===== src/rtl/transport_segment_reassembler_core_defines.svh =====
// Assertion macros for the reassembler core.
`ifndef TRANSPORT_SEGMENT_REASSEMBLER_CORE_DEFINES_SVH
`define TRANSPORT_SEGMENT_REASSEMBLER_CORE_DEFINES_SVH

// Same-cycle implication, disabled while reset is high.
`define TSR_ASSERT_NOW(label, clk, rst, ante, cons) \
  label: assert property (@(posedge clk) disable iff (rst) (ante) |-> (cons)) \
    else $error("reassembler assertion failed");

// Next-cycle implication, disabled while reset is high.
`define TSR_ASSERT_NEXT(label, clk, rst, ante, cons) \
  label: assert property (@(posedge clk) disable iff (rst) (ante) |=> (cons)) \
    else $error("reassembler assertion failed");

`endif


===== src/rtl/tsr_pkg.sv =====
package tsr_pkg;

  // Operation codes of an input beat.
  typedef enum logic [1:0] {
    OP_SEG   = 2'd0,
    OP_EMPTY = 2'd1,
    OP_READ  = 2'd2,
    OP_RESET = 2'd3
  } op_t;

  // Result status codes.
  localparam logic [2:0] ST_ACCEPT   = 3'd0;
  localparam logic [2:0] ST_COMPLETE = 3'd1;
  localparam logic [2:0] ST_EMPTY    = 3'd2;
  localparam logic [2:0] ST_NOFIR    = 3'd3;
  localparam logic [2:0] ST_BADSEQ   = 3'd4;
  localparam logic [2:0] ST_OVERFLOW = 3'd5;
  localparam logic [2:0] ST_READ     = 3'd6;

  // Transport header bit fields.
  localparam logic [7:0] HDR_FIN_BIT  = 8'h80;
  localparam logic [7:0] HDR_FIR_BIT  = 8'h40;
  localparam logic [7:0] HDR_SEQ_MASK = 8'h3F;

  // One input beat.
  typedef struct packed {
    op_t         op;
    logic [7:0]  data;
    logic        seg_first;
    logic        seg_last;
    logic [10:0] read_addr;
  } item_t;

  // One result beat.
  typedef struct packed {
    logic [2:0]  status;
    logic [11:0] frag_len;
    logic [7:0]  read_byte;
    logic        dropped_partial;
    logic [31:0] ok_count;
    logic [31:0] err_count;
  } result_t;

endpackage


===== src/rtl/tsr_ctrl.sv =====
module tsr_ctrl #(
  parameter int BUF_BYTES = 2048,
  parameter int AW        = 11,
  parameter int LW        = 12
) (
  input  logic              clk,
  input  logic              rst,
  input  logic              adv,
  input  tsr_pkg::item_t    item,
  input  logic [7:0]        rdata,
  output logic              res_valid,
  output tsr_pkg::result_t  res,
  output logic              mem_we,
  output logic [AW-1:0]     mem_waddr,
  output logic [7:0]        mem_wdata
);

  typedef enum logic [1:0] {
    MODE_IDLE,
    MODE_COLLECT,
    MODE_DISCARD
  } mode_t;

  // Reassembly state.
  logic [LW-1:0] held_len, held_len_next;
  logic [LW-1:0] write_ptr, write_ptr_next;
  logic [5:0]    expected_seq, expected_seq_next;
  mode_t         seg_mode, seg_mode_next;
  logic          seg_fin, seg_fin_next;
  logic          seg_dropped, seg_dropped_next;
  logic [LW-1:0] done_len, done_len_next;
  logic [31:0]   good_total, good_total_next;
  logic [31:0]   bad_total, bad_total_next;

  logic          we;
  logic          start_seg;
  logic          finish_seg;
  logic          reject;
  logic [2:0]    rej_status;
  logic          rej_drop;
  logic [5:0]    hdr_seq;
  logic          read_in_range;
  logic [LW+11:0] flen_wide;

  assign hdr_seq = 6'(item.data & tsr_pkg::HDR_SEQ_MASK);
  assign read_in_range = ({{LW{1'b0}}, item.read_addr} < {11'b0, done_len});

  // Next state and result for the beat held in the input register.
  always_comb begin
    held_len_next     = held_len;
    write_ptr_next    = write_ptr;
    expected_seq_next = expected_seq;
    seg_mode_next     = seg_mode;
    seg_fin_next      = seg_fin;
    seg_dropped_next  = seg_dropped;
    done_len_next     = done_len;
    good_total_next   = good_total;
    bad_total_next    = bad_total;
    res_valid         = 1'b0;
    res               = '0;
    we                = 1'b0;
    start_seg         = 1'b0;
    finish_seg        = 1'b0;
    reject            = 1'b0;
    rej_status        = tsr_pkg::ST_ACCEPT;
    rej_drop          = 1'b0;
    flen_wide         = '0;

    unique case (item.op)
      tsr_pkg::OP_EMPTY: begin
        seg_mode_next  = MODE_IDLE;
        bad_total_next = bad_total + 32'd1;
        res_valid      = 1'b1;
        res.status     = tsr_pkg::ST_EMPTY;
      end
      tsr_pkg::OP_READ: begin
        res_valid     = 1'b1;
        res.status    = tsr_pkg::ST_READ;
        res.read_byte = read_in_range ? rdata : 8'd0;
      end
      tsr_pkg::OP_RESET: begin
        expected_seq_next = '0;
        held_len_next     = '0;
        write_ptr_next    = '0;
        seg_mode_next     = MODE_IDLE;
        seg_fin_next      = 1'b0;
        seg_dropped_next  = 1'b0;
      end
      tsr_pkg::OP_SEG: begin
        if (item.seg_first) begin
          // Header byte: FIR restarts, otherwise the sequence must continue.
          seg_fin_next     = ((item.data & tsr_pkg::HDR_FIN_BIT) != 8'd0);
          seg_dropped_next = 1'b0;
          if ((item.data & tsr_pkg::HDR_FIR_BIT) != 8'd0) begin
            expected_seq_next = hdr_seq;
            if (held_len != '0) begin
              held_len_next    = '0;
              seg_dropped_next = 1'b1;
            end
            start_seg = 1'b1;
          end else if (held_len == '0) begin
            reject     = 1'b1;
            rej_status = tsr_pkg::ST_NOFIR;
          end else if (hdr_seq != expected_seq) begin
            reject     = 1'b1;
            rej_status = tsr_pkg::ST_BADSEQ;
          end else begin
            start_seg = 1'b1;
          end
          if (start_seg) begin
            write_ptr_next = held_len_next;
            seg_mode_next  = MODE_COLLECT;
            finish_seg     = item.seg_last;
          end
        end else if (seg_mode == MODE_COLLECT) begin
          // Payload byte: store it unless the buffer is full.
          if (write_ptr >= LW'(BUF_BYTES)) begin
            held_len_next = '0;
            reject        = 1'b1;
            rej_status    = tsr_pkg::ST_OVERFLOW;
            rej_drop      = seg_dropped;
          end else begin
            we             = 1'b1;
            write_ptr_next = write_ptr + LW'(1);
            finish_seg     = item.seg_last;
          end
        end else if ((seg_mode == MODE_DISCARD) && item.seg_last) begin
          seg_mode_next = MODE_IDLE;
        end
      end
    endcase

    // Rejected segment: count it and skip the rest of it.
    if (reject) begin
      bad_total_next      = bad_total + 32'd1;
      seg_mode_next       = item.seg_last ? MODE_IDLE : MODE_DISCARD;
      res_valid           = 1'b1;
      res.status          = rej_status;
      res.dropped_partial = rej_drop;
    end

    // Segment ended normally: commit it and report it, as complete on FIN with data.
    if (finish_seg) begin
      good_total_next     = good_total + 32'd1;
      held_len_next       = write_ptr_next;
      expected_seq_next   = expected_seq_next + 6'd1;
      seg_mode_next       = MODE_IDLE;
      res_valid           = 1'b1;
      res.dropped_partial = seg_dropped_next;
      if (seg_fin_next && (write_ptr_next != '0)) begin
        done_len_next = write_ptr_next;
        held_len_next = '0;
        flen_wide     = {12'b0, write_ptr_next};
        res.status    = tsr_pkg::ST_COMPLETE;
        res.frag_len  = flen_wide[11:0];
      end else begin
        if (seg_fin_next) begin
          held_len_next = '0;
        end
        res.status = tsr_pkg::ST_ACCEPT;
      end
    end

    res.ok_count  = good_total_next;
    res.err_count = bad_total_next;
  end

  assign mem_we    = we && adv;
  assign mem_waddr = write_ptr[AW-1:0];
  assign mem_wdata = item.data;

  // State registers advance once per processed beat.
  always_ff @(posedge clk) begin
    if (rst) begin
      held_len     <= '0;
      write_ptr    <= '0;
      expected_seq <= '0;
      seg_mode     <= MODE_IDLE;
      seg_fin      <= 1'b0;
      seg_dropped  <= 1'b0;
      done_len     <= '0;
      good_total   <= '0;
      bad_total    <= '0;
    end else if (adv) begin
      held_len     <= held_len_next;
      write_ptr    <= write_ptr_next;
      expected_seq <= expected_seq_next;
      seg_mode     <= seg_mode_next;
      seg_fin      <= seg_fin_next;
      seg_dropped  <= seg_dropped_next;
      done_len     <= done_len_next;
      good_total   <= good_total_next;
      bad_total    <= bad_total_next;
    end
  end

endmodule


===== config.mk =====
export PLATFORM = sky130hd
export DESIGN_NAME = tsr_ctrl
export DESIGN_NICKNAME = d
export VERILOG_FILES = /design/src/rtl/transport_segment_reassembler_core_defines.svh /design/src/rtl/tsr_pkg.sv /design/src/rtl/tsr_ctrl.sv
export SDC_FILE = /design/constraint.sdc
export NUM_CORES = 1
export LEC_CHECK = 0
export BUFFER_PORTS_ARGS = -buffer_cell sky130_fd_sc_hd__buf_4
export CORE_MARGIN = 2
export CORE_UTILIZATION = 50
export CTS_CLUSTER_SIZE = 8
export DETAILED_ROUTE_END_ITERATION = 10
export PLACE_DENSITY = 0.72
export SLEW_MARGIN = 25
export SYNTH_ARGS = -nofsm -noshare
export SYNTH_HDL_FRONTEND = slang
export SYNTH_SLANG_ARGS = --single-unit

===== constraint.sdc =====
create_clock -name clk -period 3.79 [get_ports clk]
set_input_delay 0.758 -clock clk [delete_from_list [all_inputs] [get_ports clk]]
set_output_delay 0.758 -clock clk [all_outputs]
set_load 0.01 [all_outputs]

Word-level counts from Yosys, hierarchy flattened. Index checks and enable logic that the tools add are counted.

Logic and storage cells: 119. Flip-flop bits (word level): 110. Output and inout bits: 109. Input bits: 34.

$lt $le $gt $ge: 2. Add/sub/neg operators: 4. Muxes and demuxes: 79. Equality and inequality tests: 11. Reduce and logical (&&, ||, !) cells: 14.

Operator list (count): 12-bit two-way mux (13); 32-bit two-way mux (3); 32-bit by 1-bit adder with 32-bit output (second input constant) (2); 12-bit one-hot mux with 2 select lines (2); 1-bit two-way mux (35); 3-bit two-way mux (8); 12-bit nonzero test (2); 6-bit two-way mux (3); 8-bit two-way mux (2); 15-bit two-way mux (1); 2-bit two-way mux (7); 12-bit by 1-bit adder with 12-bit output (second input constant) (1); 12-bit greater-or-equal comparator (second input constant) (1); 12-bit logical NOT (1); 11-bit by 12-bit < comparator with 1-bit output (1); 6-bit one-hot mux with 2 select lines (1); 5-bit != test (second input constant) (2); 4-bit != test (second input constant) (2); 6-bit by 1-bit adder with 6-bit output (second input constant) (1); 2-bit equality test (second input constant) (3); 6-bit != test (1); 3-bit one-hot mux with 2 select lines (1); 5-bit by 4-bit != test with 1-bit output (second input constant) (1); 5-bit AND reduction (1); 10 further kinds (15).

Longest topological paths before layout.
Depth in word-level cells: 13. Gate-level depth with buffers: 14. Depth with buffers taken out: 11.

Worst setup path before layout. No wires, ideal clock.

Kind: input -> output. From: input port item[21] (netlist name). To: output port res[85] (netlist name). Data required time: 3.032 ns. Arrival: 2.724 ns. Setup slack: 0.308 ns. Path buffers: 2. Cell stages on the path: 11. Path through: inv_1 ha_1 buf_4 nand2b_1 clkbuf_2 a41o_1 o221a_2 nor3_1 nand4_1 nor3_4 o22ai_1.

RTL lines: start: declaration (line tsr_ctrl.sv:9) `input tsr_pkg::item_t item,`; end: declaration (line tsr_ctrl.sv:12) `output tsr_pkg::result_t res,`.

==> flow_metrics.tcl <==
set metrics [dict create \
    syn_area_per_cell_um2 7.71 \
    clock_latency_ns 0.36 \
    yosysSeqAreaShare 0.288 \
    synthDistinctLibCells 74 \
    required_ns 3.03 \
    cts_tree "yes" \
    numPortBuffers 142 \
    crit_start "item[13]" \
    hold_violations 0 \
    yosysTopAreaCell "dfxtp_1" \
    pre_cts_ws_ns -0.0393 \
    setup_violations 0 \
    post-route-min-period_ns 3.74 \
    clock_path_buffers 2 \
    drc 0 \
    worst_pin_slew_ns 0.752 \
    root_buffer "clkbuf_16" \
    fin_nets 1189 \
    hp-class "reg2reg" \
    finalWirelength_um 21500 \
    die_area_mm2 0.0163 \
    syn-cell-area_mm2 0.00765 \
    max_cap_violations 0 \
    grt_pass1_vias 7029 \
    arrival_ns 2.99 \
    crit_type "in2out" \
    min_from "done_len[10]" \
    rsz0062_at_grt "yes" \
    grt-ovfl-total 0 \
    maxSlewViolCount 0 \
    cts_buffers 9 \
    grt_max_degree 66 \
    hpwl_um 15700 \
    die_w_um 128 \
    p_sw_uw 708 \
    yosysWarnings 0 \
    p_clk_frac 0.386 \
    grt_pass1_wl_um 34300 \
    vias 7597 \
    yosys.area.top_type_share 0.288 \
    ios 143 \
    layout_setup_ws_ns 0.0451 \
    dr.pass1.iters 5 \
    synth_seq_cells 110 \
    vdd_ir_drop_max_uv 209 \
    combPwrFrac 0.155 \
    p_int_uw 1870 \
    ys_top_cells_by_area "dfxtp_1 29%, xor2_1 8.8%, nor2_1 7.5%, xnor2_1 5.8%, nand3_1 4.0%" \
    critPathMaxFanout 3 \
    clk_pin_slew_worst_paths_ns 0.07 \
    start_util 0.507 \
    syn_to_final_growth_pct 24.3 \
    insertedDiodeCount 0 \
    outcome "complete, no violations" \
    synth_nets 1046 \
    startpoint_type "input port" \
    hold_slack_ns 0.485 \
    fmax_mhz 267 \
    clock-skew-final_ns 0.00927 \
    h-tree-depth 3 \
    antenna_found_initial 0 \
    ys.flop_type "dfxtp_1" \
    p_seq_frac 0.459 \
    p_sw_frac 0.275 \
    drive_above_1_share 0.238 \
    synth_edf_count 0 \
    detail_route.wl_per_cell_um 16.1 \
    clock_sinks 110 \
    num_rows 45 \
    die_h_um 128 \
    fin_crit_sh 0.988 \
    globalRouteTotalUtil 0.257 \
    syn_inst 993 \
    leakage_uw 0.00393 \
    crit_path_end_kind "primary output" \
    power_density_mw_per_mm2 271 \
    antenna_left 0 \
    gp_congestion 0.946 \
    reg2reg_from "expected_seq[0]" \
    async_reset_ff_frac 0 \
    drt_iter0_drc 437 \
    core_area_mm2 0.0151 \
    slew_headroom 0.498 \
    via_per_inst 5.72 \
]
[critical path, stage by stage]
cell     delay (ns)
buf_4          0.12
xor2_1         0.15
or4_4          0.58
buf_4          0.16
nor4b_1        0.33
a31oi_1        0.08
a211o_1        0.29
nand4_1        0.16
nor3_4         0.07
o22ai_2        0.13
buf_4          0.15
[cells by family after synthesis]
kind of cell | after synthesis | share of synthesized area
mux | 16 | 0.0212
buf+inv | 110 | 0.0695
compound gates | 171 | 0.154
flops | 110 | 0.288
fa+ha+maj | 19 | 0.0311
simple gates | 439 | 0.290
xor+xnor | 128 | 0.146
[state kept, by name (all words and copies together), names as in the netlist]
register,count
held_len,12
seg_fin,1
bad_total,32
done_len,12
seg_dropped,1
seg_mode,2
good_total,32
write_ptr,12
expected_seq,6
[area by class of cell]
cell class / count / area, um2
sequential: 110 / 2200
fill: 1376 / 5580
clock buffer: 11 / 243
tap: 188 / 235
multi-input combinational: 773 / 5050
timing repair buffer: 208 / 1590
clock inverter: 5 / 63.8
inverter: 34 / 128
[cells in the mapped netlist, types with 3 or more instances]
cell type  instances
nor2_1           152
nand3b_1          11
a21oi_2            6
o21ai_0           28
a21oi_1           51
a22oi_1            4
a21o_1             5
or3_1             16
clkbuf_1          37
nor4_4             3
and2_1             5
nand3_1           61
nand2_1           71
a211oi_1          14
nor2b_1            9
o21ai_1            5
a41oi_1            3
a31oi_1            3
a21boi_0           3
and3_1            21
nor3_1            16
and4_1            10
o22ai_1            3
nand4_1           27
inv_1             33
buf_2              6
a311oi_1           5
o21bai_1           3
xor2_1            77
nand2b_1           4
buf_4             24
and3b_1            3
nor4_1            14
dfxtp_1          110
xnor2_1           51
nor3b_1            3
mux2i_1           14
o211ai_1           9
nor2_2             3
o31ai_1            5
buf_1              5
o21a_1             3
ha_1              19
[power groups by stage]
| stage | sequential [uW] | combinational (uW) | clock, uW |
|---|---|---|---|
| global placement | 1210 | 382 | 0 |
| detailed placement | 1210 | 384 | 0 |
| global route | 1180 | 432 | 1050 |
| CTS | 1180 | 388 | 1010 |
| floorplan | 1200 | 241 | 0 |
| finish | 1180 | 400 | 993 |
[per-stage QoR]
stage / power (uW) / cell area [um2] / instances / util / setup TNS, ns
after floorplan: 1440 / 7650 / 993 / - / 0
after global placement: 1590 / 9040 / 1309 / 0.599 / -0.0163
after detailed placement: 1590 / 9040 / 1309 / 0.599 / -0.169
after CTS: 2580 / 9370 / 1325 / 0.621 / -0.0247
after global routing: 2660 / 9510 / 1329 / 0.631 / -0.0216
final: 2580 / 9510 / 1329 / 0.631 / 0
[layer usage]
layer	track usage	share of wire	vias up
met3	0.0447	0.067	49
met5	0	0	-
met4	0.100	0.027	0
li1	-	-	3743
met1	0.332	0.43	3546
met2	0.429	0.47	259
[worst paths after layout]
check / to / slack [ns] / cells after the start
worst max-delay path: res[85] / 0.05 / 11
worst min-delay path: done_len[10] / 0.48 / 2
worst max register to register: done_len[9] / 0.84 / 11
worst min register to register: done_len[10] / 0.48 / 2
[placed cells by master (no fill, tap or decap), types with 4 or more instances in the layout]
master     netlist  routed
a21oi_1         51      48
o31ai_1          5       4
xnor2_1         51      51
nor2b_1          9       9
nand2_1         71      70
and2_1           5       5
o211ai_1         9       9
and4_1          10      10
nand3_1         61      60
dfxtp_1        110     109
nor2_1         152     150
ha_1            19      18
xor2_1          77      77
a211oi_1        14      14
inv_1           33      33
nand4_1         27      27
nand3b_1        11      11
nor3_1          16      15
a22oi_1          4       4
nor4_1          14      12
clkbuf_16        0       9
buf_4           24     205
a311oi_1         5       5
o21ai_0         28      28
nor2_2           3       4
and3_1          21      20
mux2i_1         14      14
a21oi_2          6       7
nand2b_1         4       4
a21o_1           5       5
or3_1           16      16
[timing repair]
item,4_1_cts,5_1_grt
buffers inserted,0,4
endpoints found under the setup margin,13,43
pin swaps,0,11
resized for setup,4,25
hold buffers,0,0
(Power assumes the default switching activity.)
